==> src/design/wts_pkg.sv <==
// ----------------------------------------------------------------------------
// wts_pkg: shared types and constants for the text word splitter
// Beat layouts for both channels, register indexes, token kinds.
// ----------------------------------------------------------------------------
`default_nettype none

package wts_pkg;

  localparam int MAX_SEPARATORS_DEF = 8;
  localparam int POS_W              = 9;

  localparam logic [7:0]       SPACE_CHAR = 8'h20;
  localparam logic [POS_W-1:0] POS_MAX    = 9'd511;

  localparam logic [1:0] REG_MAX_WORDS       = 2'd0;
  localparam logic [1:0] REG_SEPARATOR_COUNT = 2'd1;
  localparam logic [1:0] REG_SEPARATOR_CHARS = 2'd2;
  localparam logic [1:0] REG_OFFSET_BIAS     = 2'd3;

  localparam logic [1:0] KIND_WORD      = 2'd0;
  localparam logic [1:0] KIND_SEPARATOR = 2'd1;
  localparam logic [1:0] KIND_END       = 2'd2;

  typedef struct packed {
    logic [7:0] ch;
    logic       end_of_text;
  } in_t;

  typedef struct packed {
    logic [1:0] kind;
    logic [7:0] token_start;
    logic [7:0] token_length;
    logic [7:0] token_count;
    logic       last;
  } out_t;

endpackage

`default_nettype wire

==> src/design/text_word_splitter.sv <==
// An accepted beat is registered in the input register, then its results are
// written to the result buffer, whose head slot0 drives the output.
// Throughput: one input beat per cycle while each causes at most one result
// and out_stall is low; a beat with two results holds the input until the
// single result port is popping the last entry of the two-entry result buffer.
// Reset (rst, synchronous): config returns to its defaults, text state clears.
// ----------------------------------------------------------------------------
// text_word_splitter: character stream to word and separator tokens
// Splits text on spaces and configured separators, one character per beat.
// ----------------------------------------------------------------------------
`default_nettype none

module text_word_splitter #(
  parameter int MAX_SEPARATORS = wts_pkg::MAX_SEPARATORS_DEF
) (
  input  wire logic         clk,
  input  wire logic         rst,
  input  wire logic         cfg_we,
  input  wire logic [1:0]   cfg_index,
  input  wire logic [63:0]  cfg_data,
  input  wire logic         in_valid,
  output      logic         in_stall,
  input  wire wts_pkg::in_t in_data,
  output      logic         out_valid,
  input  wire logic         out_stall,
  output wts_pkg::out_t     out_data
);
  import wts_pkg::*;

  // configuration
  logic [7:0]  max_words;
  logic [3:0]  sep_count;
  logic [63:0] sep_chars;
  logic [1:0]  offset_bias;

  // text state
  logic [POS_W-1:0] position;
  logic [POS_W-1:0] word_begin;
  logic [7:0]       tokens_done;

  // input register
  logic s1_valid;
  in_t  s1_data;
  logic s1_adv;

  // result buffer, slot0 is the head
  out_t       slot0, slot1;
  logic [1:0] count;
  logic       pop;

  // combinational results
  out_t             r0, r1;
  logic [1:0]       n_res;
  logic [POS_W-1:0] position_next, word_begin_next, pos_inc;
  logic [7:0]       tokens_done_next;

  logic             is_sep, active, is_space, word_ok, sep_ok;
  logic [POS_W-1:0] word_len;
  logic [7:0]       len8, td1;
  out_t             word_tok, sep_tok, end_tok;

  assign pop       = out_valid && !out_stall;
  assign out_valid = (count != 2'd0);
  assign out_data  = slot0;
  assign s1_adv    = s1_valid && ((count == 2'd0) || (count == 2'd1 && pop));
  assign in_stall  = s1_valid && !s1_adv;

  always_comb begin
    is_sep = 1'b0;
    for (int k = 0; k < MAX_SEPARATORS; k++) begin
      if ((4'(k) < sep_count) && (sep_chars[8*k +: 8] == s1_data.ch)) begin
        is_sep = 1'b1;
      end
    end
  end

  always_comb begin
    pos_inc  = (position >= POS_MAX) ? POS_MAX : position + 9'd1;
    active   = tokens_done < max_words;
    is_space = s1_data.ch == SPACE_CHAR;
    word_len = (position > word_begin) ? position - word_begin : '0;
    word_ok  = (word_len != '0) && active;
    len8     = (word_len > 9'd255) ? 8'hFF : word_len[7:0];
    td1      = tokens_done + {7'd0, word_ok};
    sep_ok   = td1 < max_words;

    word_tok = '{kind: KIND_WORD, token_start: word_begin[7:0] + {6'd0, offset_bias},
                 token_length: len8, token_count: tokens_done, last: 1'b0};
    sep_tok  = '{kind: KIND_SEPARATOR, token_start: position[7:0] + {6'd0, offset_bias},
                 token_length: 8'd1, token_count: td1, last: 1'b1};
    end_tok  = '{kind: KIND_END, token_start: 8'd0, token_length: 8'd0,
                 token_count: td1, last: 1'b1};

    r0               = word_tok;
    r1               = end_tok;
    n_res            = 2'd0;
    position_next    = pos_inc;
    word_begin_next  = word_begin;
    tokens_done_next = tokens_done;

    priority if (s1_data.end_of_text) begin
      position_next    = '0;
      word_begin_next  = '0;
      tokens_done_next = 8'd0;
      if (word_ok) begin
        r1    = end_tok;
        n_res = 2'd2;
      end else begin
        r0    = end_tok;
        n_res = 2'd1;
      end
    end else if (active && is_space) begin
      word_begin_next  = pos_inc;
      tokens_done_next = td1;
      r0.last          = 1'b1;
      n_res            = {1'b0, word_ok};
    end else if (active && is_sep) begin
      word_begin_next  = pos_inc;
      tokens_done_next = td1 + {7'd0, sep_ok};
      // drop whichever token the limit does not allow
      if (word_ok && sep_ok) begin
        r1    = sep_tok;
        n_res = 2'd2;
      end else if (word_ok) begin
        r0.last = 1'b1;
        n_res   = 2'd1;
      end else if (sep_ok) begin
        r0    = sep_tok;
        n_res = 2'd1;
      end
    end else begin
      n_res = 2'd0;
    end
  end

  // configuration registers
  always_ff @(posedge clk) begin
    if (rst) begin
      max_words   <= 8'd255;
      sep_count   <= 4'd0;
      sep_chars   <= 64'd0;
      offset_bias <= 2'd1;
    end else if (cfg_we) begin
      unique case (cfg_index)
        REG_MAX_WORDS:       max_words   <= cfg_data[7:0];
        REG_SEPARATOR_COUNT: sep_count   <= cfg_data[3:0];
        REG_SEPARATOR_CHARS: sep_chars   <= cfg_data;
        REG_OFFSET_BIAS:     offset_bias <= cfg_data[1:0];
      endcase
    end
  end

  // input register and text state
  always_ff @(posedge clk) begin
    if (rst) begin
      s1_valid    <= 1'b0;
      position    <= '0;
      word_begin  <= '0;
      tokens_done <= 8'd0;
    end else begin
      if (in_valid && !in_stall) begin
        s1_valid <= 1'b1;
      end else if (s1_adv) begin
        s1_valid <= 1'b0;
      end
      if (s1_adv) begin
        position    <= position_next;
        word_begin  <= word_begin_next;
        tokens_done <= tokens_done_next;
      end
    end
  end

  always_ff @(posedge clk) begin
    if (in_valid && !in_stall) begin
      s1_data <= in_data;
    end
  end

  // result buffer
  always_ff @(posedge clk) begin
    if (rst) begin
      count <= 2'd0;
    end else if (s1_adv) begin
      count <= n_res;
    end else if (pop) begin
      count <= count - 2'd1;
    end
  end

  always_ff @(posedge clk) begin
    if (s1_adv) begin
      slot0 <= r0;
      slot1 <= r1;
    end else if (pop) begin
      slot0 <= slot1;
    end
  end

`ifndef NO_ASSERTIONS
  a_count_range: assert property (@(posedge clk) disable iff (rst) count != 2'd3)
    else $error("result buffer count out of range");

  a_adv_drained: assert property (@(posedge clk) disable iff (rst)
    s1_adv |-> (count == 2'd0 || (count == 2'd1 && pop)))
    else $error("input advanced into a busy result buffer");

  a_pair_order: assert property (@(posedge clk) disable iff (rst)
    count == 2'd2 |-> (!slot0.last && slot1.last))
    else $error("result pair carries last on the wrong entry");

  a_single_last: assert property (@(posedge clk) disable iff (rst)
    count == 2'd1 |-> slot0.last)
    else $error("lone result without last");
`endif

endmodule

`default_nettype wire
==> config.mk <==
export PLATFORM = sky130hd
export DESIGN_NAME = text_word_splitter
export DESIGN_NICKNAME = d
export VERILOG_FILES = /design/src/design/wts_pkg.sv /design/src/design/text_word_splitter.sv
export SDC_FILE = /design/constraint.sdc
export NUM_CORES = 1
export LEC_CHECK = 0
export ABC_CLOCK_PERIOD_IN_PS = 17500
export CORE_ASPECT_RATIO = 0.75
export CORE_MARGIN = 2
export CORE_UTILIZATION = 52
export CTS_BUF_LIST = sky130_fd_sc_hd__clkbuf_8
export CTS_CLUSTER_DIAMETER = 200
export CTS_CLUSTER_SIZE = 30
export DETAILED_ROUTE_END_ITERATION = 8
export DONT_BUFFER_PORTS = 1
export PLACE_DENSITY = 0.71
export SETUP_SLACK_MARGIN = 0.2
export SLEW_MARGIN = 20
export SYNTH_ARGS = -nofsm -noshare
export SYNTH_HDL_FRONTEND = slang
export SYNTH_SLANG_ARGS = --single-unit
==> constraint.sdc <==
create_clock -name clk -period 17.5 [get_ports clk]
set_input_delay 2.625 -clock clk [delete_from_list [all_inputs] [get_ports clk]]
set_output_delay 2.625 -clock clk [all_outputs]
set_load 0.02 [all_outputs]
[Yosys cells after proc, flatten, opt, wreduce, memory -nomap -nowiden]
Cells that the tools add are included.
Operators by class
  add/sub/neg operators: 7
  $lt $le $gt $ge: 13
  equal/unequal tests: 13
  multiplexer cells: 44
  bitwise logic cells: 2
  reduce and logical (&&, ||, !) cells: 35
Operators with widths (number)
  27-bit 2-to-1 mux: 7
  9-bit 2-to-1 mux: 9
  26-bit 2-to-1 mux: 3
  8-bit == test: 8
  8-bit 2-to-1 mux: 4
  1-bit logical AND: 17
  8-bit by 1-bit adder with 8-bit output: 2
  8-bit by 2-bit adder with 8-bit output: 2
  3-bit by 4-bit less-than comparator with 1-bit output, first input constant: 4
  8-bit less-than comparator: 2
  2-bit 2-to-1 mux: 8
  1-bit 2-to-1 mux: 13
  2-bit AND reduction: 5
  9-bit by 1-bit adder with 9-bit output, second input constant: 1
  9-bit greater-or-equal comparator, second input constant: 1
  9-bit by 8-bit > comparator with 1-bit output, second input constant: 1
  9-bit > comparator: 1
  9-bit nonzero test: 1
  9-bit subtractor: 1
  8-bit by 6-bit == test with 1-bit output, second input constant: 1
  1-bit by 4-bit less-than comparator with 1-bit output, first input constant: 2
  2-bit by 4-bit less-than comparator with 1-bit output, first input constant: 2
  2-bit nonzero test: 3
  2-bit by 1-bit == test with 1-bit output, second input constant: 2
  other kinds (9): 14
Word-level totals
  bits in registers: 170
  input port bits: 80
  output and inout port bits: 29
  logic and storage cells: 135

[Longest topological paths before layout]
Gate-level depths: netlist of run 1.
  depth after elaboration: 15
  gate-level depth with buffers: 31

[Worst setup path before layout of run 1]
Ideal clock, no wire load.
  kind: register to register
  start point: register position[0]
  end point: register slot0 (netlist bit out_data[10]), data pin
  setup time: 0.269 ns
  arrival time: 5.886 ns
  data required time: 17.231 ns
  slack: 11.345 ns
  stages on the path, launching flop included: 32
  path buffers: 3
  period minus slack after synthesis: 6.155 ns
  path through: dfxtp_1 > clkbuf_1 > inv_1 > ha_1 > inv_1 > fa_1 > a211oi_2 > nor2_2 > a311oi_4 > xnor2_1 > nor4_2 > nor2_2 > nand2_2 > inv_2 > clkbuf_1 > ha_1 > ha_1 > nand3_1 > nor2_1 > xor2_1 > ha_1 > a2111oi_0 > nand2_1 > o21ai_0 > a31oi_1 > inv_1 > ha_1 > nor4_1 > a21oi_1 > buf_2 > o21ai_1 > nor2_1
Between the ends
  cells in the longest elaborated chain, start to end: 13
RTL lines
  from (decl): line text_word_splitter.sv:37  | logic [POS_W-1:0] position;
  from (signal assigned): line text_word_splitter.sv:167  | position <= position_next;
  9-bit subtractor / 9-bit > comparator (equally long branches): line text_word_splitter.sv:81  | word_len = (position > word_begin) ? position - word_begin : '0;
  9-bit 2-to-1 mux (*): line text_word_splitter.sv:81
  9-bit nonzero test: line text_word_splitter.sv:82  | word_ok = (word_len != '0) && active;
  1-bit logical AND: line text_word_splitter.sv:82
  8-bit by 1-bit adder with 8-bit output: line text_word_splitter.sv:84  | td1 = tokens_done + {7'd0, word_ok};
  8-bit less-than comparator: line text_word_splitter.sv:85  | sep_ok = td1 < max_words;
  26-bit 2-to-1 mux: line text_word_splitter.sv:127  | end else if (sep_ok) begin
  26-bit 2-to-1 mux: line text_word_splitter.sv:124  | end else if (word_ok) begin
  27-bit 2-to-1 mux: line text_word_splitter.sv:121  | if (word_ok && sep_ok) begin
  27-bit 2-to-1 mux: line text_word_splitter.sv:117  | end else if (active && is_sep) begin
  26-bit 2-to-1 mux: line text_word_splitter.sv:112  | end else if (active && is_space) begin
  27-bit 2-to-1 mux (*): line text_word_splitter.sv:101  | priority if (s1_data.end_of_text) begin
  27-bit 2-to-1 mux (*): line text_word_splitter.sv:192  | if (s1_adv) begin
  to (signal assigned): line text_word_splitter.sv:193  | slot0 <= r0;
  to (signal assigned): line text_word_splitter.sv:196  | slot0 <= slot1;
  to (decl): line text_word_splitter.sv:47  | out_t slot0, slot1;
Mark *: on every way between the ends. The rest lies on a longest branch, timed or not.
A chain may end at the register's enable or synchronous reset.

[Final worst setup path of run 1]
  start point: register position[0]
  end point: register slot0 (netlist bit out_data[7]), data pin
Between the ends
  cells in the longest elaborated chain, start to end: 13
RTL lines (line)
  9-bit subtractor / 9-bit > comparator (equally long branches): text_word_splitter.sv:81
  9-bit 2-to-1 mux (*): text_word_splitter.sv:81
  9-bit nonzero test (*): text_word_splitter.sv:82
  1-bit logical AND (*): text_word_splitter.sv:82
  8-bit by 1-bit adder with 8-bit output: text_word_splitter.sv:84
  8-bit less-than comparator: text_word_splitter.sv:85
  26-bit 2-to-1 mux: text_word_splitter.sv:127
  26-bit 2-to-1 mux: text_word_splitter.sv:124
  27-bit 2-to-1 mux: text_word_splitter.sv:121
  27-bit 2-to-1 mux: text_word_splitter.sv:117
  26-bit 2-to-1 mux: text_word_splitter.sv:112
  27-bit 2-to-1 mux (*): text_word_splitter.sv:101
  27-bit 2-to-1 mux (*): text_word_splitter.sv:192
Marked as above.

==> results of run 1 <==
registers in the layout (all words and copies together) (netlist names):
signal	cells
s1_valid	1
max_words	8
s1_data	9
position	9
tokens_done	8
sep_chars	64
out_data	27
offset_bias	2
count	2
sep_count	4
slot1	18
word_begin	9
stage by stage:
step / area (um2) / instances
after floorplan: 8660 / 982
after global placement: 8787 / 1143
after detailed placement: 8787 / 1143
after CTS: 9191 / 1175
after global routing: 9191 / 1175
final: 9191 / 1175
layer usage:
layer	vias to the layer above	track usage (%)	part of all wire, %
met5	-	0	0
met2	171	36.80	45
li1	3353	-	-
met3	24	5.909	6.1
met4	0	7.160	1.3
met1	3160	33.76	48
cells in the final DEF, fill, tap and decap left out, drive strengths merged, types with 6 or more instances in the layout:
master  count
nor2b      11
xor2       65
a21o        6
a31oi       9
o21a        9
a21oi     104
nor2       66
buf         7
nand2b      6
mux2i      16
nor4       14
ha         39
nand2     182
o31ai      11
dfxtp     107
o21ai      25
edfxtp     54
clkbuf     17
nor3       15
or4         9
xnor2      35
nand3      15
nand4       9
inv        50
a211o      10
final cells by class:
class                   count  area, um2
inverters                  42      157.7
repair buffers              7      52.55
clock buffers              17      234.0
flip-flops and latches    161       3764
clock inverters            15      170.2
well taps                 210      262.8
fillers                  1478       6974
multi-input cells         723       4551
logic make-up after synthesis:
family / share of synthesized area (%)
simple gates: 18.32
compound gates: 15.49
flops: 43.46
xor+xnor: 10.11
buf+inv: 4.436
fa+ha+maj: 6.329
mux: 1.849
power breakdown:
group / internal [W] / switching [W] / total (W)
Sequential: 0.000427 / 0.0000422 / 0.000469
Clock: 0.000131 / 0.000154 / 0.000285
Combinational: 0.0000440 / 0.0000769 / 0.000121
Total: 0.000602 / 0.000273 / 0.000875
worst reg2reg max path, delay by kind of cell (launching register included):
family                     cells  cell delay, ns
AOI/OAI and AO/OA              7            1.31
xor gates and xnor gates       2            0.60
and+or+nand+nor                9            2.01
buffers and inverters          5            0.91
DFF                            1            0.40
adders and majority gates      6            1.53
worst max path at each step:
| stage | start | to | depth (start not counted) | slack (ns) |
|---|---|---|---|---|
| floorplan | position[0] | out_data[10] | 31 | 11.35 |
| global placement | position[0] | out_data[10] | 29 | 10.95 |
| detailed placement | position[0] | out_data[7] | 29 | 10.70 |
| CTS | position[0] | out_data[7] | 29 | 10.66 |
| global route | position[0] | out_data[16] | 29 | 9.95 |
| finish | position[0] | out_data[7] | 29 | 10.58 |
==> reports/results.ini, run 1 <==
[floorplan]
ios = 109
die-area_um2 = 17710
initial_utilization_pct = 53.57
core_area_um2 = 16170
rows = 40
die_h_um = 115.8
die_width_um = 153.0

[synthesis]
synthCells = 982
async_flop_share_pct = 0
ys_ff_latch = 161
seq_area_frac_synth_pct = 43.46
synth_edf_count = 54
syn_area_per_cell_um2 = 8.818
synth_most_common_cell = nand2_1
synthDistinctLibCells = 68
synth_top_area_cell = dfxtp_1
synthesis.area_um2 = 8660
synth_nets = 1104
yosys.area.top_type_share_pct = 24.74
synth_commonest_cells = nand2_1 (181), dfxtp_1 (107), a21oi_1 (104)
yosysWarnings = 0
synthTopCellsByArea = dfxtp_1 (25%), edfxtp_1 (19%), nand2_1 (7.8%), xor2_1 (6.6%), a21oi_1 (6.0%)
synth_ff_type = dfxtp_1

[global_routing]
grt_pass1_wl_um = 33270
grt_max_degree = 109
grt_overflow = 0
grt.total_usage_pct = 23.94
antenna_found_initial = 0
grt_pass1_vias = 6321

[critical_path]
cp_slowest_cell = or4b_1
cp.required_ns = 17.83
timing.rr.end = out_data[7]
crit_fanout = 30
critPathTopFamily = simple AND/OR/NAND/NOR gates
worstPathArrival_ns = 7.25
end_kind = register
cp_common_cell = ha_1
path_class = register to register
critPathBufInv = 5
regToRegSetupSlack_ns = 10.58
slowest_delay_ns = 0.47
critPathLaunchType = register
rr_startpoint = position[0]
rr_worst_depth = 29

[clock_network]
cts_buffers = 17
clockRootBuffer = clkbuf_8
cts-hold-fix-buffers = 0
cts_tree = yes
clock_latency_ns = 0.48
clkTransAtPathRegs_ns = 0.09
cts.sink_count = 161
htree_num_levels = 4
clk_path_buf_depth = 2
cts_resized = 0
cts_setup_buffers = 0

[routing]
final_antenna_net_count = 0
drtIter0Drc = 567
drc = 0
firstDrtPassIters = 5
viasPerCell = 5.709
wl_um = 20500
drt-wirelength-per-cell_um = 17.45
dr_total_vias = 6708

[sta]
setup_violations = 0
whs_ns = 0.4652
skew_ns = 0.01821
hold_viol = 0
period_share_pct = 39.55
tns_ns = 0
slew_violations = 0
relSlewSlack_pct = 33.95
fin_crit_ns = 6.922
rsz0062_at_grt = no
worstMarginPinSlew_ns = 0.9700
worst_slack_ns = 10.58
max_clock_freq_mhz = 144.5

[power]
leakage_nw = 3.535
ir_drop_mv = 0.06908
total_power_w = 0.0008746
power_density_nw_per_um2 = 95.15

[hold_path]
hp-class = register to register
holdPathEnd = sep_chars[57]
min-delay-start = sep_chars[57]
worstHoldPathCells = 2

[run_status]
status = completed

[cells_and_area]
antenna_cells_inserted = 0
finalNetCount = 1074
drive_above_1_share_pct = 5.596
syn2layout_area_growth_pct = 6.141
post-route-util_pct = 56.86

[place]
gp_congestion = 0.9311
io_buffers = 0
dp_hpwl_um = 14420
place_ws_ns = 10.70

[run]
max_cap_violations = 0

(Power assumes the default switching activity.)
==> run 2: changes to the inputs <==
- ABC_AREA: unset -> 1
- ABC_CLOCK_PERIOD_IN_PS: 17500 -> 6100
- PLACE_DENSITY: 0.71 -> 0.74
- clock period: 17.5 -> 6.1 ns (I/O delays scaled with it)
==> reports/results.ini, run 2 <==
[critical_path]
cp.required_ns = 6.33
cp_slowest_cell = fa_1
regToRegSetupSlack_ns = 0.66
crit_fanout = 8
end_kind = register
timing.rr.end = out_data[16]
path_class = register to register
critPathLaunchType = register
crit_start = position[0]
worstPathArrival_ns = 5.67
rr_startpoint = position[0]
rr_worst_depth = 34
slowest_delay_ns = 0.42

[sta]
skew_ns = 0.01927
slew_violations = 0
period_share_pct = 89.18
relSlewSlack_pct = 45.93
worstMarginPinSlew_ns = 0.8060
hold_viol = 0
max_clock_freq_mhz = 183.8
fin_crit_ns = 5.440
worst_slack_ns = 0.6603
setup_violations = 0
tns_ns = 0
rsz0062_at_grt = no

[global_routing]
grt_pass1_wl_um = 35260
antenna_found_initial = 0
grt_overflow = 0
grt.total_usage_pct = 24.22
grt_max_degree = 94
grt_pass1_vias = 7049

[synthesis]
synthTopCellsByArea = dfxtp_1 (24%), edfxtp_1 (18%), nand2_1 (10%), inv_1 (7.3%), a21oi_1 (6.6%)
async_flop_share_pct = 0
synthesis.area_um2 = 9102
synth_nets = 1329
synth_xor_xnor_area_share_pct = 5.292
synthCells = 1207
seq_area_frac_synth_pct = 41.35
muxShareOfSynthArea_pct = 0.1100
synth-simple-area-share_pct = 23.11
synth_most_common_cell = nand2_1
synth_compound_area_share_pct = 13.70
syn_area_per_cell_um2 = 7.541
ys_ff_latch = 161
synth_top_area_cell = dfxtp_1
synth_edf_count = 54
synth_ff_type = dfxtp_1
yosysWarnings = 0
synthAdderAreaFrac_pct = 6.021
synthDistinctLibCells = 43
synth_commonest_cells = nand2_1 (242), inv_1 (177), a21oi_1 (120)
yosys.area.top_type_share_pct = 23.53
synth_top_family_by_area = simple AND/OR/NAND/NOR gates

[hold_path]
hp-class = register to register
min-delay-start = sep_chars[17]
worstHoldPathCells = 2
holdPathEnd = sep_chars[17]

[cells_and_area]
final_common_cell = nand2_1
finalNetCount = 1305
syn2layout_area_growth_pct = 5.856
drive_above_1_share_pct = 7.107
antenna_cells_inserted = 0
post-route-util_pct = 56.75
design_area_um2 = 9635
largest_reg_flops = 64
regMostFlops = sep_chars
final_cell_mix = nand2_1 (241), inv_1 (175), a21oi_1 (120)

[clock_network]
clockRootBuffer = clkbuf_8
clk_path_buf_depth = 2
cts_buffers = 17
cts.sink_count = 161
cts-hold-fix-buffers = 0
clock_latency_ns = 0.47
clkTransAtPathRegs_ns = 0.09
cts_tree = yes
htree_num_levels = 4

[routing]
drt-wirelength-per-cell_um = 15.21
wl_um = 21780
dr_total_vias = 7586
drc = 0
drtIter0Drc = 745
final_antenna_net_count = 0
firstDrtPassIters = 7
viasPerCell = 5.297

[power]
power_density_nw_per_um2 = 417.9
total_power_w = 0.004026
ir_drop_mv = 0.3290
leakage_nw = 4.209

[run_status]
status = completed

[place]
dp_hpwl_um = 15840
place_area_um2 = 9201
place_ws_ns = 0.6140
gp_congestion = 0.9285
io_buffers = 0

[floorplan]
die-area_um2 = 18590
die_h_um = 118.6
rows = 41
core_area_um2 = 16980
die_width_um = 156.8
initial_utilization_pct = 53.61
ios = 109

[run]
max_cap_violations = 0

run 2: what timing repair did:
| action | in CTS | in global routing |
|---|---|---|
| setup endpoints to repair | 0 | 25 |
| hold endpoints to repair | 0 | 0 |
| buffers inserted | 0 | 1 |
| resized for setup | 0 | 8 |
run 2: per-layer routing:
layer  GRT usage, %  share of wire (%)
met4          6.709                1.4
met2          35.53                 43
met1          34.61                 48
met3          7.114                7.3
met5              0                  0
run 2: worst max-delay path by stage:
| stage | to | slack [ns] | cells past startpoint |
|---|---|---|---|
| 6_report | out_data[16] | 0.66 | 34 |
| 5_1_grt | out_data[12] | 0.20 | 35 |
| 4_1_cts | out_data[16] | 0.58 | 35 |
| 3_5_place_dp | out_data[12] | 0.61 | 35 |
| 3_3_place_gp | out_data[15] | 0.80 | 35 |
| 2_1_floorplan | out_data[14] | 1.41 | 34 |
run 2: final cells by class:
cell class,count,area [um2]
Inverter,185,706.9
Tap cell,236,295.3
Clock inverter,14,142.6
Clock buffer,18,247.7
Sequential cell,161,3764
Fill cell,1641,7345
Multi-Input combinational cell,813,4442
Timing Repair Buffer,5,37.54
run 2: cell families (layout without fill, tap and decap cells):
kind of cell               after synthesis  after routing
AOI/OAI and AO/OA                      238            238
xor gates and xnor gates                55             55
adders and majority gates               42             42
buffers and inverters                  233            222
DFF                                    161            161
muxes                                    1              1
and+or+nand+nor                        477            477
run 2: through the flow:
stage,cells,hold WS (ns)
detailed placement,1399,0.4510
CTS,1431,0.4654
global route,1432,0.4610
global placement,1399,0.4462
finish,1432,0.4603
floorplan,1207,0.4331
run 2: power breakdown:
part           switching (W)  leakage (nW)  total [W]  internal, W
sequential          0.000225          1.39    0.00158      0.00135
clock               0.000436         0.199   0.000784     0.000348
combinational        0.00114          2.62    0.00167     0.000530
total                0.00180          4.21    0.00403      0.00223
run 2: critical path: cells and delay by family (launching register included):
kind / cells / cell delay [ns]
xor+xnor: 1 / 0.19
simple gates: 17 / 1.88
flops: 1 / 0.34
compound gates: 3 / 0.45
buf+inv: 7 / 0.74
fa+ha+maj: 6 / 1.60
